<file path="src/rtl/tbpr_pkg.sv">
package tbpr_pkg;

    // Video memory: four byte banks, interleaved on address bits [1:0]
    localparam int VRAM_BYTES     = 16384;
    localparam int VRAM_AW        = 14;
    localparam int BANKS          = 4;
    localparam int BANK_DEPTH     = VRAM_BYTES / BANKS;
    localparam int BANK_AW        = 12;
    localparam int PAL_ENTRIES    = 32;
    localparam int PAL_AW         = 5;
    localparam int COLOUR_W       = 6;
    localparam int CFG_INDEX_W    = 3;
    localparam int CFG_DATA_W     = 8;
    localparam int ROWS           = 28;

    // Item kinds
    localparam logic [1:0] KIND_VRAM_WRITE = 2'd0;
    localparam logic [1:0] KIND_PAL_WRITE  = 2'd1;
    localparam logic [1:0] KIND_RENDER     = 2'd2;

    // Register indexes
    localparam logic [CFG_INDEX_W-1:0] CFG_NAME_TABLE  = 3'd0;
    localparam logic [CFG_INDEX_W-1:0] CFG_PAN_X       = 3'd1;
    localparam logic [CFG_INDEX_W-1:0] CFG_PAN_Y       = 3'd2;
    localparam logic [CFG_INDEX_W-1:0] CFG_LOCK_TOP    = 3'd3;
    localparam logic [CFG_INDEX_W-1:0] CFG_MASK_LEFT   = 3'd4;

    localparam logic [2:0] NAME_TABLE_RESET = 3'd7;

    typedef struct packed {
        logic               we;
        logic [BANK_AW-1:0] waddr;
        logic [7:0]         wdata;
        logic               re;
        logic [BANK_AW-1:0] raddr;
    } bank_req_t;

    typedef struct packed {
        logic                we;
        logic [PAL_AW-1:0]   waddr;
        logic [COLOUR_W-1:0] wdata;
    } pal_wr_t;

    function automatic logic [COLOUR_W-1:0] default_colour(input logic [3:0] idx);
        logic [COLOUR_W-1:0] c;
        unique case (idx)
            4'd0:    c = 6'h00;
            4'd1:    c = 6'h00;
            4'd2:    c = 6'h08;
            4'd3:    c = 6'h0C;
            4'd4:    c = 6'h10;
            4'd5:    c = 6'h30;
            4'd6:    c = 6'h01;
            4'd7:    c = 6'h3C;
            4'd8:    c = 6'h02;
            4'd9:    c = 6'h03;
            4'd10:   c = 6'h05;
            4'd11:   c = 6'h0F;
            4'd12:   c = 6'h04;
            4'd13:   c = 6'h33;
            4'd14:   c = 6'h15;
            default: c = 6'h3F;
        endcase
        return c;
    endfunction

    // Tile row modulo 28 for a 6-bit row number (below three times 28)
    function automatic logic [4:0] row_wrap(input logic [5:0] tile);
        logic [5:0] r;
        if (tile >= 6'(2 * ROWS))
            r = tile - 6'(2 * ROWS);
        else if (tile >= 6'(ROWS))
            r = tile - 6'(ROWS);
        else
            r = tile;
        return r[4:0];
    endfunction

endpackage

</file>
<file path="src/rtl/tbpr_palette.sv">
module tbpr_palette
(
    input  logic                               clk,
    input  logic                               rst_n,
    input  tbpr_pkg::pal_wr_t                  wr,
    input  logic [tbpr_pkg::PAL_AW-1:0]        raddr,
    output logic [tbpr_pkg::COLOUR_W-1:0]      rdata
);

    logic [tbpr_pkg::COLOUR_W-1:0] pal_reg [tbpr_pkg::PAL_ENTRIES];

    // Load the default table into both halves on reset
    always_ff @(posedge clk or negedge rst_n)
    begin
        if (!rst_n)
        begin
            for (int i = 0; i < tbpr_pkg::PAL_ENTRIES; i++)
            begin
                pal_reg[i] <= tbpr_pkg::default_colour(4'(i));
            end
        end
        else if (wr.we)
        begin
            pal_reg[wr.waddr] <= wr.wdata;
        end
    end

    assign rdata = pal_reg[raddr];

endmodule

</file>
<file path="config.mk">
export PLATFORM = sky130hd
export DESIGN_NAME = tbpr_palette
export DESIGN_NICKNAME = d
export VERILOG_FILES = /design/src/rtl/tbpr_pkg.sv /design/src/rtl/tbpr_palette.sv
export SDC_FILE = /design/constraint.sdc
export NUM_CORES = 1
export LEC_CHECK = 0
export BUFFER_PORTS_ARGS = -buffer_cell sky130_fd_sc_hd__buf_2
export CAP_MARGIN = 20
export CORE_MARGIN = 5
export CORE_UTILIZATION = 40
export CTS_BUF_LIST = sky130_fd_sc_hd__clkbuf_4
export CTS_CLUSTER_DIAMETER = 50
export CTS_CLUSTER_SIZE = 30
export DETAILED_ROUTE_END_ITERATION = 7
export GPL_ROUTABILITY_DRIVEN = 1
export SYNTH_ARGS = -nofsm -noshare
export SYNTH_HDL_FRONTEND = slang
export SYNTH_SLANG_ARGS = --single-unit
</file>
<file path="constraint.sdc">
create_clock -name clk -period 2 [get_ports clk]
set_input_delay 0.2 -clock clk [delete_from_list [all_inputs] [get_ports clk]]
set_output_delay 0.2 -clock clk [all_outputs]
set_load 0.005 [all_outputs]
</file>
# Word level (Yosys, flattened, before mapping)
# Cells that the tools add are included.
# word_totals
ff_bits,192
input_bits,19
out_inout_bits,6
elab_cells,44
# classes
order_cmp,3
n_mux,6
n_bitwise,2
reduce_logical,1
# ops
cell,n
bitwise mux 192 bit,1
binary-select mux 6 bit (select 5 bit),1
demux 6 bit (select 5 bit),1
two-way mux 6 bit,3
greater-or-equal comparator 6 bit (second input constant),2
NOT 5 -> 6 bit,2
less-than comparator 6 x 1 -> 1 bit (second input constant),1
logical AND 1 bit,1

# Logic depth before layout (Yosys ltp)
# Gate-level depths: netlist (run 1).
# depth
depth_word,6
ltp_mapped,5
mapped_depth_nobuf,3

# Least setup slack after synthesis (run 1)
# OpenSTA, ideal clock, no wires.
# synth_timing
kind,input port to output port
from,input raddr[2] (netlist name)
to,output rdata[0] (netlist name)
arrival_ns,1.938
required_ns,1.800
slack_ns,-0.138
path_stages,5
path_buffers,2
cell_sequence,clkbuf_1 clkbuf_1 mux4_2 mux4_2 mux2_2
# synth_between
elab_chain_cells,4
# synth_rtl
item,line,rtl
"start, declared",tbpr_palette.sv:6,"input logic [tbpr_pkg::PAL_AW-1:0] raddr,"
NOT 5 -> 6 bit (not written as such),tbpr_palette.sv:28,assign rdata = pal_reg[raddr];
binary-select mux 6 bit (select 5 bit),tbpr_palette.sv:28,
two-way mux 6 bit (not written as such) (2 in series),tbpr_palette.sv:28,
"end, declared",tbpr_palette.sv:7,output logic [tbpr_pkg::COLOUR_W-1:0] rdata
# No other way between the ends. The select of a mux whose other input is x is not followed.

# Worst setup path after layout (run 1)
# layout_timing
from,register pal_reg[42] (netlist name)
to,output rdata[0] (netlist name)
# layout_between
elab_chain_cells,3
# layout_rtl
item,line,rtl
"start, declared",tbpr_palette.sv:10,logic [tbpr_pkg::COLOUR_W-1:0] pal_reg [tbpr_pkg::PAL_ENTRIES];
"start signal, assigned by index",tbpr_palette.sv:19,pal_reg[i] <= tbpr_pkg::default_colour(4'(i));
"start signal, assigned by index",tbpr_palette.sv:24,pal_reg[wr.waddr] <= wr.wdata;
binary-select mux 6 bit (select 5 bit),tbpr_palette.sv:28,
two-way mux 6 bit (not written as such) (2 in series),tbpr_palette.sv:28,
# No other way between the ends. The select of a mux whose other input is x is not followed.

==> impl_metrics.csv, run 1 <==
group,metric,value,unit
run_status,status,"complete, but fails checks",
run_status,violations,"setup timing",
floorplan,ios,25,
timing,max_freq,384,MHz
cts,htree_levels,4,
logic_synthesis,syn_area,8850,sq um
cts,clk_latency,0.56,ns
global_routing,grt_overflow_total,0,
power,switching_share,26.8,%
finish,post_layout_nonfiller_instances,865,
place,gp_congestion,0.791,
power,p_clk_share,23.6,%
logic_synthesis,synth_common_cells,"mux2_1, dfrtp_1, dfstp_2, mux4_2, clkbuf_1",
timing,fin_crit,2.61,ns
logic_synthesis,netlist.area_leader.share,35.1,%
setup_path,crit_required,1.80,ns
logic_synthesis,postSynthAreaPerCell,16.7,sq um
power,ir_drop,0.353,mV
setup_path,critPathSlowestCell,"mux4_2",
finish,drive_above_1_share,37.3,%
place,place_inst,829,
detailed_routing,drcViolationCount,0,
flow_run,cap_violations,0,
timing,hold_viol_final,0,
place,place_hpwl,13700,microns
power,p_sw,2420,uW
setup_path,cp-end-kind,"output port",
setup_path,cp_common_cell,"mux4_2",
finish,syn_to_final_growth,11.2,%
setup_path,crit_type,"reg2out",
logic_synthesis,yosysSeqAreaShare,55.3,%
floorplan,start_util,40.5,%
timing,finalSetupViolCount,6,
power,internal_power,6600,uW
cts,numClockSinks,192,
setup_path,worstPathArrival,2.41,ns
logic_synthesis,yosysWarnings,0,
global_routing,grtUsageTotal,16.5,%
detailed_routing,first_iter_violations,306,
timing,clock_skew,0,ns
setup_path,path_max_fanout,2,
finish,regArea,4890,sq um
setup_path,rr_worst_depth,2,
timing,finalMaxSlewViolations,0,
setup_path,reg2reg_to,"pal_reg[15]$_DFFE_PN0P_",
logic_synthesis,synth_edf_count,0,
detailed_routing,vias,4853,
detailed_routing,dr.pass1.iters,5,
logic_synthesis,synth_area_leader_cell,"dfrtp_1",
floorplan,fp.dieArea,25200,sq um
logic_synthesis,synth_area_leaders,"dfrtp_1, mux2_1, dfstp_2",
setup_path,worstSetupStartpointType,"flop",
floorplan,die_h,159,microns
logic_synthesis,synthMostInstantiatedCell,"mux2_1",
detailed_routing,wl_per_cell,22.9,microns
floorplan,std_cell_rows,54,
finish,nFillCells,1919,
finish,largest_register_ffs,192,
global_routing,antenna_found_initial,1,
floorplan,die_w,159,microns
finish,multi_input_area,3840,sq um
cts,cts_tree,"done",
detailed_routing,wirelength,19800,microns
setup_path,slowest_delay,0.51,ns
logic_synthesis,async_flop_share,100,%
power,p_per_area,917,nW/um^2
cts,clkTransAtPathRegs,0.16,ns
power,power.leakage,0.00425,uW
power,share_seq_of_total_power,57.9,%
timing,hold_slack,0.160,ns
timing,rsz0062_at_grt,"true",
cts,clockBufferDepth,2,
logic_synthesis,syn_inst,529,
timing,fin_tns_setup,-3.55,ns
logic_synthesis,ys_seq_elements,192,
timing,slew_headroom,56.1,%
global_routing,grt_first_pass_wirelength,32500,microns
logic_synthesis,synthFlopType,"dfrtp_1",
floorplan,core,21800,sq um
logic_synthesis,synth_cell_types,18,
detailed_routing,ant_nets,0,
cts,cts_buffers,17,
cts,root_buffer,"clkbuf_4",
global_routing,grt_max_degree,85,
setup_path,ff2ff_setup_slack,1.08,ns
worst_hold_path,hold_path_class,"in2async",
power,comb_power_share,18.5,%
setup_path,cp_cell_sequence,"mux4_2 -> mux4_2 -> mux2_4 -> buf_6",
finish,nets,590,
timing,worst_pin_slew,0.659,ns
place,port_buffers,24,
global_routing,grt_pass1_vias,5302,
setup_path,timing.rr.start,"pal_reg[15]$_DFFE_PN0P_",
logic_synthesis,synth_nets,548,
detailed_routing,via_per_inst,5.61,
timing,layout_setup_ws,-0.606,ns
timing,fin_crit_sh,130,%
==> stage by stage <==
stage          power, uW  util, %  setup WS, ns  cell area (sq um)
6_report            9020     45.1        -0.606               9840
4_1_cts             9130     45.1        -0.672               9840
3_3_place_gp        6800     43.4        -0.296               9460
5_1_grt             9510     45.1        -0.709               9840
3_5_place_dp        6900     43.4        -0.294               9460
2_1_floorplan       6260        -        0.0497               8850
==> cell families (layout without fill, tap and decap cells) <==
logic type | Yosys count | in the layout | share of synthesized area [%]
flip-flops | 192 | 192 | 55.3
other | 0 | 1 | 0
multiplexers | 258 | 258 | 40.5
buffers and inverters | 31 | 86 | 1.60
AND/OR/NAND/NOR | 48 | 48 | 2.66
==> timing repair <==
action                                  CTS  global route
gates resized for setup                  12             0
endpoints found under the setup margin    6             6
hold endpoints to repair                134             0
hold buffers                              2             0
setup buffers                             1             0
==> critical path: cells and delay by family (launching register included) <==
family,cells,cell delay [ns]
flops,1,0.42
buf+inv,1,0.12
mux,3,1.30
==> placed cells by master (no fill, tap or decap), types with 6 or more instances in the layout <==
cell,count
buf_12,6
buf_2,16
buf_4,23
buf_6,7
clkbuf_4,18
dfrtp_1,124
dfstp_2,68
inv_6,6
mux2_1,192
mux2_4,6
mux4_2,60
nand2_1,16
nor2_1,16
==> metal layers <==
metal  wire length, microns  global-route usage [%]
met1                   9500                    24.5
met2                   9010                    24.6
met3                    991                    3.78
met4                    277                    4.15
met5                      0                       0
==> cell type report <==
cell class                 count  share of cell area, %
antenna                        1                 0.0254
clock buffer                  18                   1.37
clock inverter                14                   1.55
multi-input combinational    306                   39.0
sequential                   192                   49.7
tap                          280                   3.56
timing repair buffer          54                   4.79
==> worst max path at each step <==
stage | slack (ns) | cells past startpoint | startpoint | to
finish | -0.61 | 4 | pal_reg[42]$_DFFE_PN0P_ | rdata[0]
floorplan | 0.05 | 5 | raddr[1] | rdata[0]
detailed placement | -0.29 | 6 | raddr[1] | rdata[0]
global placement | -0.30 | 6 | raddr[1] | rdata[0]
global route | -0.71 | 4 | pal_reg[140]$_DFFE_PN0P_ | rdata[2]
CTS | -0.67 | 4 | pal_reg[127]$_DFFE_PN0P_ | rdata[1]
==> power by group through the flow <==
stage	logic (uW)	registers, uW	clock network [uW]
floorplan	1150	5110	0
global placement	1540	5260	0
detailed placement	1600	5300	0
CTS	1690	5220	2220
global route	1820	5320	2370
finish	1670	5230	2130
No activity file was read; power rests on OpenSTA's default activity.
==> run 2, diff against run 1 <==
--- a/config.mk
+++ b/config.mk
@@ -8,5 +8,5 @@
 export BUFFER_PORTS_ARGS = -buffer_cell sky130_fd_sc_hd__buf_2
 export CAP_MARGIN = 20
-export CORE_MARGIN = 5
+export CORE_MARGIN = 4
 export CORE_UTILIZATION = 40
 export CTS_BUF_LIST = sky130_fd_sc_hd__clkbuf_4
==> constraint.sdc (replaced) <==
create_clock -name clk -period 2 [get_ports clk]
set_input_delay 0.2 -clock clk [delete_from_list [all_inputs] [get_ports clk]]
set_output_delay 0.2 -clock clk [all_outputs]
set_load 0.1 [all_outputs]
==> impl_metrics.csv, run 2 (same netlist as run 1, synthesis figures left out) <==
group,metric,value,unit
run_status,status,"complete, but fails checks",
run_status,violations,"setup timing",
setup_path,timing.rr.start,"pal_reg[154]$_DFFE_PN0P_",
setup_path,reg2reg_to,"pal_reg[154]$_DFFE_PN0P_",
cts,numClockSinks,192,
setup_path,critPathSlowestCell,"mux4_2",
detailed_routing,ant_nets,0,
detailed_routing,via_per_inst,5.56,
power,switching_share,29.0,%
power,p_per_area,911,nW/um^2
setup_path,crit_family,"multiplexers",
detailed_routing,wirelength,19900,microns
setup_path,worstSetupStartpointType,"flop",
place,place_hpwl,13900,microns
timing,finalMaxSlewViolations,0,
power,ir_drop,0.393,mV
setup_path,worstPathArrival,2.48,ns
finish,mostFrequentLayoutCells,"mux2_1, dfrtp_1, dfstp_2",
global_routing,grt_pass1_vias,5325,
floorplan,ios,25,
floorplan,die_h,157,microns
timing,layout_setup_ws,-0.685,ns
floorplan,start_util,40.5,%
timing,hold_viol_final,0,
detailed_routing,drcViolationCount,0,
setup_path,rr_worst_depth,1,
power,share_seq_of_total_power,57.8,%
cts,cts_buffers,17,
floorplan,std_cell_rows,54,
global_routing,antenna_found_initial,5,
setup_path,crit_buf_inv,1,
cts,clockBufferDepth,2,
finish,post_layout_nonfiller_instances,877,
timing,max_freq,372,MHz
setup_path,crit_cells,4,
setup_path,cp-end-kind,"output port",
cts,cts_tree,"done",
timing,clock_skew,0,ns
detailed_routing,first_iter_violations,252,
floorplan,fp.dieArea,24600,sq um
place,gp_congestion,0.789,
timing,finalSetupViolCount,6,
global_routing,grt_first_pass_wirelength,32400,microns
power,p_sw,2620,uW
setup_path,path_max_fanout,2,
power,power.leakage,0.00428,uW
global_routing,grt_overflow_total,0,
finish,nets,599,
finish,drive_above_1_share,37.4,%
cts,clk_latency,0.55,ns
power,p_clk_share,19.6,%
cts,htree_levels,4,
finish,largest_register_ffs,192,
cts,clkTransAtPathRegs,0.14,ns
floorplan,core,21800,sq um
global_routing,grtUsageTotal,17.5,%
finish,syn_to_final_growth,12.0,%
timing,worst_pin_slew,0.660,ns
place,place_inst,840,
detailed_routing,wl_per_cell,22.7,microns
setup_path,crit_type,"reg2out",
place,port_buffers,24,
floorplan,die_w,157,microns
timing,fin_crit_sh,134,%
setup_path,slowest_delay,0.52,ns
flow_run,cap_violations,0,
setup_path,cp_cell_sequence,"mux4_2 -> mux4_2 -> mux2_4 -> buf_12",
finish,final_common_cell,"mux2_1",
worst_hold_path,hold_path_class,"in2async",
place,pre_cts_ws,-0.458,ns
timing,slew_headroom,56.0,%
power,total_power,9030,uW
timing,fin_crit,2.68,ns
finish,final_core_utilization,45.4,%
power,comb_power_share,22.5,%
power,internal_power,6410,uW
timing,rsz0062_at_grt,"true",
detailed_routing,dr.pass1.iters,4,
setup_path,ff2ff_setup_slack,1.17,ns
setup_path,cp_common_cell,"mux4_2",
global_routing,grt_max_degree,76,
timing,hold_slack,0.197,ns
setup_path,crit_required,1.80,ns
cts,root_buffer,"clkbuf_4",
detailed_routing,vias,4876,
==> run 2: changes by cell type in the layout (fill, tap and decap cells not counted) <==
cell,previous run,this run
buf_12,6,13
buf_4,23,32
buf_6,7,0
bufinv_16,2,0
clkbuf_4,18,19
clkbuf_8,0,1
clkinv_1,0,6
clkinv_4,0,1
clkinvlp_4,4,3
diode_2,1,4
dlygate4sd3_1,2,1
inv_6,6,1
==> run 2: worst max-delay path by stage <==
stage	slack, ns	startpoint	end
6_report	-0.68	pal_reg[58]$_DFFE_PN0P_	rdata[4]
5_1_grt	-0.80	pal_reg[58]$_DFFE_PN0P_	rdata[4]
4_1_cts	-0.75	pal_reg[58]$_DFFE_PN0P_	rdata[4]
3_5_place_dp	-0.46	raddr[1]	rdata[4]
3_3_place_gp	-0.44	raddr[1]	rdata[2]
2_1_floorplan	-0.02	raddr[1]	rdata[0]
==> run 2: per-stage QoR <==
step                      setup TNS, ns  area, sq um
after floorplan                  -0.145         8900
after global placement            -2.57         9580
after detailed placement          -2.64         9580
after CTS                         -4.34         9900
after global routing              -4.64         9910
final                             -3.95         9910
==> run 2: power by group through the flow <==
stage	sequential, uW	combinational (uW)	clock, uW
2_1_floorplan	5110	1460	0
3_3_place_gp	5250	1850	0
3_5_place_dp	5290	1920	0
4_1_cts	5210	2070	1860
5_1_grt	5310	2200	2010
6_report	5220	2030	1770
==> run 2: routing by layer <==
layer | wire [microns] | share of wire (%) | track usage [%] | vias to the layer above
li1 | - | - | - | 2120
met1 | 9810 | 49 | 26.4 | 2654
met2 | 9120 | 46 | 25.9 | 79
met3 | 674 | 3.4 | 3.84 | 19
met4 | 285 | 1.4 | 4.34 | 4
met5 | 27 | 0.14 | 0 | -
==> run 2: repair_timing <==
item / 4_1_cts / 5_1_grt
setup buffers: 0 / 0
pin swaps: 0 / 0
setup endpoints to repair: 6 / 6
hold endpoints to repair: 50 / 0
resized for setup: 24 / 0
hold buffers: 1 / 0
==> run 2: layout make-up <==
cell class | instances | area (sq um)
Fill cell | 1908 | 11900
Antenna cell | 4 | 10.0
Clock buffer | 19 | 143
Timing Repair Buffer | 63 | 604
Tap cell | 280 | 350
Multi-Input combinational cell | 306 | 3840
Sequential cell | 192 | 4890
Clock inverter | 13 | 72.6
